**src/jhps_pkg.sv**
```systemverilog
// shared types and constants of the jacobi heat plate sweep unit
// payload structs, operation and status codes, configuration register indexes
package jhps_pkg;

    localparam int TEMP_BITS  = 24;
    localparam int OP_W       = 2;
    localparam int COORD_W    = 5;
    localparam int CNT_W      = 16;
    localparam int ST_W       = 3;
    localparam int GS_W       = 5;
    localparam int CFG_IDX_W  = 3;
    localparam int CFG_DATA_W = 24;

    typedef logic signed [TEMP_BITS-1:0] t_temp;

    localparam logic [OP_W-1:0] OP_INIT  = 2'd0;
    localparam logic [OP_W-1:0] OP_SWEEP = 2'd1;
    localparam logic [OP_W-1:0] OP_READ  = 2'd2;

    localparam logic [ST_W-1:0] ST_OK       = 3'd0;
    localparam logic [ST_W-1:0] ST_CORNER   = 3'd1;
    localparam logic [ST_W-1:0] ST_RANGE    = 3'd2;
    localparam logic [ST_W-1:0] ST_LIMIT    = 3'd3;
    localparam logic [ST_W-1:0] ST_NOT_INIT = 3'd4;

    localparam logic [CFG_IDX_W-1:0] CFG_GRID_SIZE     = 3'd0;
    localparam logic [CFG_IDX_W-1:0] CFG_ITER_LIMIT    = 3'd1;
    localparam logic [CFG_IDX_W-1:0] CFG_TOP_TEMP      = 3'd2;
    localparam logic [CFG_IDX_W-1:0] CFG_BOTTOM_TEMP   = 3'd3;
    localparam logic [CFG_IDX_W-1:0] CFG_LEFT_TEMP     = 3'd4;
    localparam logic [CFG_IDX_W-1:0] CFG_RIGHT_TEMP    = 3'd5;
    localparam logic [CFG_IDX_W-1:0] CFG_CENTER_TEMP   = 3'd6;
    localparam logic [CFG_IDX_W-1:0] CFG_CENTER_PINNED = 3'd7;

    typedef struct packed {
        logic [OP_W-1:0]    operation;
        logic [COORD_W-1:0] cell_row;
        logic [COORD_W-1:0] cell_col;
    } t_in_item;

    typedef struct packed {
        logic signed [TEMP_BITS-1:0] cell_value;
        logic [CNT_W-1:0]            sweeps_done;
        logic [ST_W-1:0]             status;
    } t_out_item;

endpackage

```
**src/jhps_window.sv**
```systemverilog
// raster-order shift line over two grid rows plus the four-point floored mean
// depends on jhps_pkg
module jhps_window #(
    parameter int SIDE = 32
) (
    input  logic           i_clk,
    input  logic           i_shift,
    input  jhps_pkg::t_temp i_south,
    output jhps_pkg::t_temp o_center,
    output jhps_pkg::t_temp o_mean
);
    import jhps_pkg::*;

    t_temp r_tap [2*SIDE];
    logic signed [TEMP_BITS+1:0] sum;

    always_ff @(posedge i_clk) begin
        if (i_shift) begin
            r_tap[0] <= i_south;
            for (int j = 1; j < 2*SIDE; j++) begin
                r_tap[j] <= r_tap[j-1];
            end
        end
    end

    // newest read is the south neighbour, taps one and two rows back give
    // the center row and the north neighbour
    always_comb begin
        sum = (TEMP_BITS+2)'(i_south) + (TEMP_BITS+2)'(r_tap[2*SIDE-1])
            + (TEMP_BITS+2)'(r_tap[SIDE]) + (TEMP_BITS+2)'(r_tap[SIDE-2]);
    end

    assign o_center = r_tap[SIDE-1];
    // floor divide by four: drop the two low bits of the signed sum
    assign o_mean   = sum[TEMP_BITS+1:2];

endmodule

```
**config.mk**
```make
export PLATFORM = sky130hd
export DESIGN_NAME = jhps_window
export DESIGN_NICKNAME = d
export VERILOG_FILES = /design/src/jhps_pkg.sv /design/src/jhps_window.sv
export SDC_FILE = /design/constraint.sdc
export NUM_CORES = 1
export LEC_CHECK = 0
export ABC_AREA = 1
export BUFFER_PORTS_ARGS = -buffer_cell sky130_fd_sc_hd__buf_2
export CAP_MARGIN = 0
export CORE_UTILIZATION = 65
export DETAILED_ROUTE_END_ITERATION = 16
export PLACE_DENSITY = 0.82
export REMOVE_ABC_BUFFERS = 1
export SYNTH_ARGS = -nofsm -noshare
export SYNTH_HDL_FRONTEND = slang
export SYNTH_SLANG_ARGS = --single-unit
```
**constraint.sdc**
```tcl
create_clock -name i_clk -period 5.89 [get_ports i_clk]
set_input_delay 0.8835 -clock i_clk [delete_from_list [all_inputs] [get_ports i_clk]]
set_output_delay 0.8835 -clock i_clk [all_outputs]
set_load 0.03 [all_outputs]
```
==> results.md <==
- Via density: about 5.6
- Slowest cell on the critical path: fa_1
- Drt initial violations: approximately 1.8k
- Status: finished, final reports clean
- RePlAce Congestion: 0.862
- # rows: 100
- CTS resizes: 0
- Max Cap Violations: 0
- First-pass GRT wire length: 122,000 um
- Die Wd: 278 um
- Reg2reg end: r_tap[2][23]
- Setup TNS Final: 0 ns
- Clock sink count: ~1.5k
- Final hold violation count: 0
- Top Ports: 74
- Crit-path cells: inv_1, fa_1, inv_1, fa_1, nand2_1, nor2_2, fa_1, nand2_1, nand3_1, nand3_1, nand2_2, nand2_1, nand2_1, xor2_1, buf_2
- DRT Wirelength: approximately 82,000 um
- Regs by FF count: r_tap x1536
- Tot GR Track Use: 21.9%
- Actual slew at the worst max-slew pin: 1.10 ns
- Reg2reg setup slack: 5.09 ns
- Crit path DAT: 4.28 ns
- Max VDD drop: 511 uV
- Worst Reg-to-Reg Cells: 0
- Req. time, crit path: approximately 5 ns
- Most frequent CP cell: nand2_1
- TritonCTS clock tree: done
- Fmax: 194 MHz
- Pin count of the biggest net entering global routing: 177
- Die Ht: 278 um
- RSZ-0062 raised after global routing: no
- Core area: about 75,000 um2
- Layout Cells excl Fill: 3,392
- Largest cells by area after synthesis: edfxtp_1 (93%), fa_1 (2.0%), inv_1 (1.6%)
- Largest register FFs: 1,536
- Post-CTS Repair Setup Buffers: 0
- TritonRoute pass-1 iters: 8
- Hold_sp: i_south[3]
- Placed Cells: around 3.1k
- Number of nets in the layout: roughly 2.4k
- CP delay by family, top: adder cells
- Setup crit end kind: primary output
- Num CTS Buffers: 140
- Sequential cell area: 46,100 um2
- Vias in the first global route: 19.5k
- Fillers: 3,796
- Share of layout cells above drive strength 1: around an eighth
- Post-synth EDFFs: about 1.5k
- Hold Path Class: in2reg
- Final count of negative-setup-slack endpoints: 0
- Post-synth cell types: 23
- Htree depth: 4
- Die ar.: between 70,000 and 80,000 um2
- Critical path class: reg2out
- Worst path max stage delay: 0.55 ns
- Critical Path Fanout Max: 4
- Area of the multi-input gates: 2480 um2
- Antenna viol nets, final: 0
- Ant. Diodes: 0
- Worst slew margin: between 20% and 30%
- Final Slew Violations: 0
- WL/cell: 24.1 um
- Fin util: 74.3%
- # port buffers: 73
- Reg clk slew, reported paths: approximately 0.060 ns
- Post-synthesis sequential area ratio: 93.0%
- Mean Syn Cell Area: ~23 um2
- Fin crit share: between 80% and 90%
- Starting density of the core: 66.2%
- P&R area growth vs syn: 12.3%
- Yosys top cell by area: edfxtp_1
- Startpoint types: flop
- Area of the mapped netlist: roughly 50,000 um2
- Largest Register: r_tap
- Skew-Pair Late Insertion Delay: 0.72 ns
- Ys Warns: 0
- Fin crit period: approximately 5.2 ns
- DP Area: 51,200 um2
- FFs w/ async S/R, synth: 0%
- Reg-to-reg startpoint: r_tap[1][383]
- DRC Markers: 0
- Final Skew: 0.0229 ns
- Hpwl dp: 38,500 um
- Vias: 19.0k
- Syn Inst Count: approximately 2.1k
- Clk root buf: clkbuf_16
- Register bit total from synthesis: 1,536
- Design Area, Final: 55,700 um2
- Grt ovf: 0
- Top_reg_cell synth: edfxtp_1
- Power after layout: 23.8 mW
- Maximum clock path buffer count: 3
- Synth top area share: 93.0%
- Initial antenna violation count: 6
- Power per cell area: 427 nW/um2
- Hold Path Cell Cnt: 1
- Hold endpoint: r_tap[0][3]
- Crit path buffers/inverters: 3
- # hold bufs at CTS: 0
- Leak: 19.9 nW
## kinds of logic after synthesis
group	synth area share [%]
buf+inv	2.01
xor+xnor	0.265
flops	93.0
simple gates	2.05
fa+ha+maj	2.56
compound gates	0.131
## Yosys cell counts, drive strengths merged, types with 3 or more instances
cell type  number
nand2         167
inv           217
nand3          24
edfxtp       1536
xor2           15
nand4           6
nor2           29
a21oi          10
buf            24
and2            3
fa             49
ha             23
## layout by cell type, fill, tap and decap left out, drive strengths merged, types with 23 or more instances in the layout
| cell | n |
|---|---|
| edfxtp | 1536 |
| inv | 223 |
| clkbuf | 176 |
| nand2 | 167 |
| buf | 90 |
| fa | 49 |
| clkinv | 47 |
| nor2 | 29 |
| nand3 | 24 |
| ha | 23 |
## final cells by class
class,count,area share [%]
repair buffers,90,1.07
well taps,969,2.18
flip-flops and latches,1536,82.8
clock inverters,70,1.42
multi-input cells,334,4.46
inverters,217,1.46
clock buffers,176,6.61
## metrics by stage
step	worst slack [ns]	hold WS, ns
2_1_floorplan	1.63	0.400
4_1_cts	0.676	0.311
3_3_place_gp	1.04	0.401
6_report	0.731	0.363
3_5_place_dp	0.960	0.405
5_1_grt	0.493	0.316
## worst max-delay path by stage
stage,slack [ns],cells past startpoint,endpoint,start
after floorplan,1.63,14,o_mean[11],i_south[1]
after global placement,1.04,16,o_mean[15],i_south[1]
after detailed placement,0.96,16,o_mean[15],i_south[1]
after CTS,0.68,15,o_mean[15],r_tap[3][361]
after global routing,0.49,15,o_mean[11],r_tap[3][361]
final,0.73,15,o_mean[15],r_tap[3][361]
## power by group
group | internal (mW) | switching, mW | total, mW | leakage, nW
clock | 5.04 | 3.91 | 8.95 | 2.16
combinational | 0.447 | 1.42 | 1.87 | 2.72
sequential | 12.7 | 0.229 | 13.0 | 15.0
## routing by layer
metal	share of wire, %	GRT usage [%]	up-vias
li1	-	-	8290
met1	43	31.6	9809
met2	48	34.5	755
met3	6.2	4.36	165
met4	2.6	7.28	0
met5	0	0	-
(Power assumes the default switching activity.)
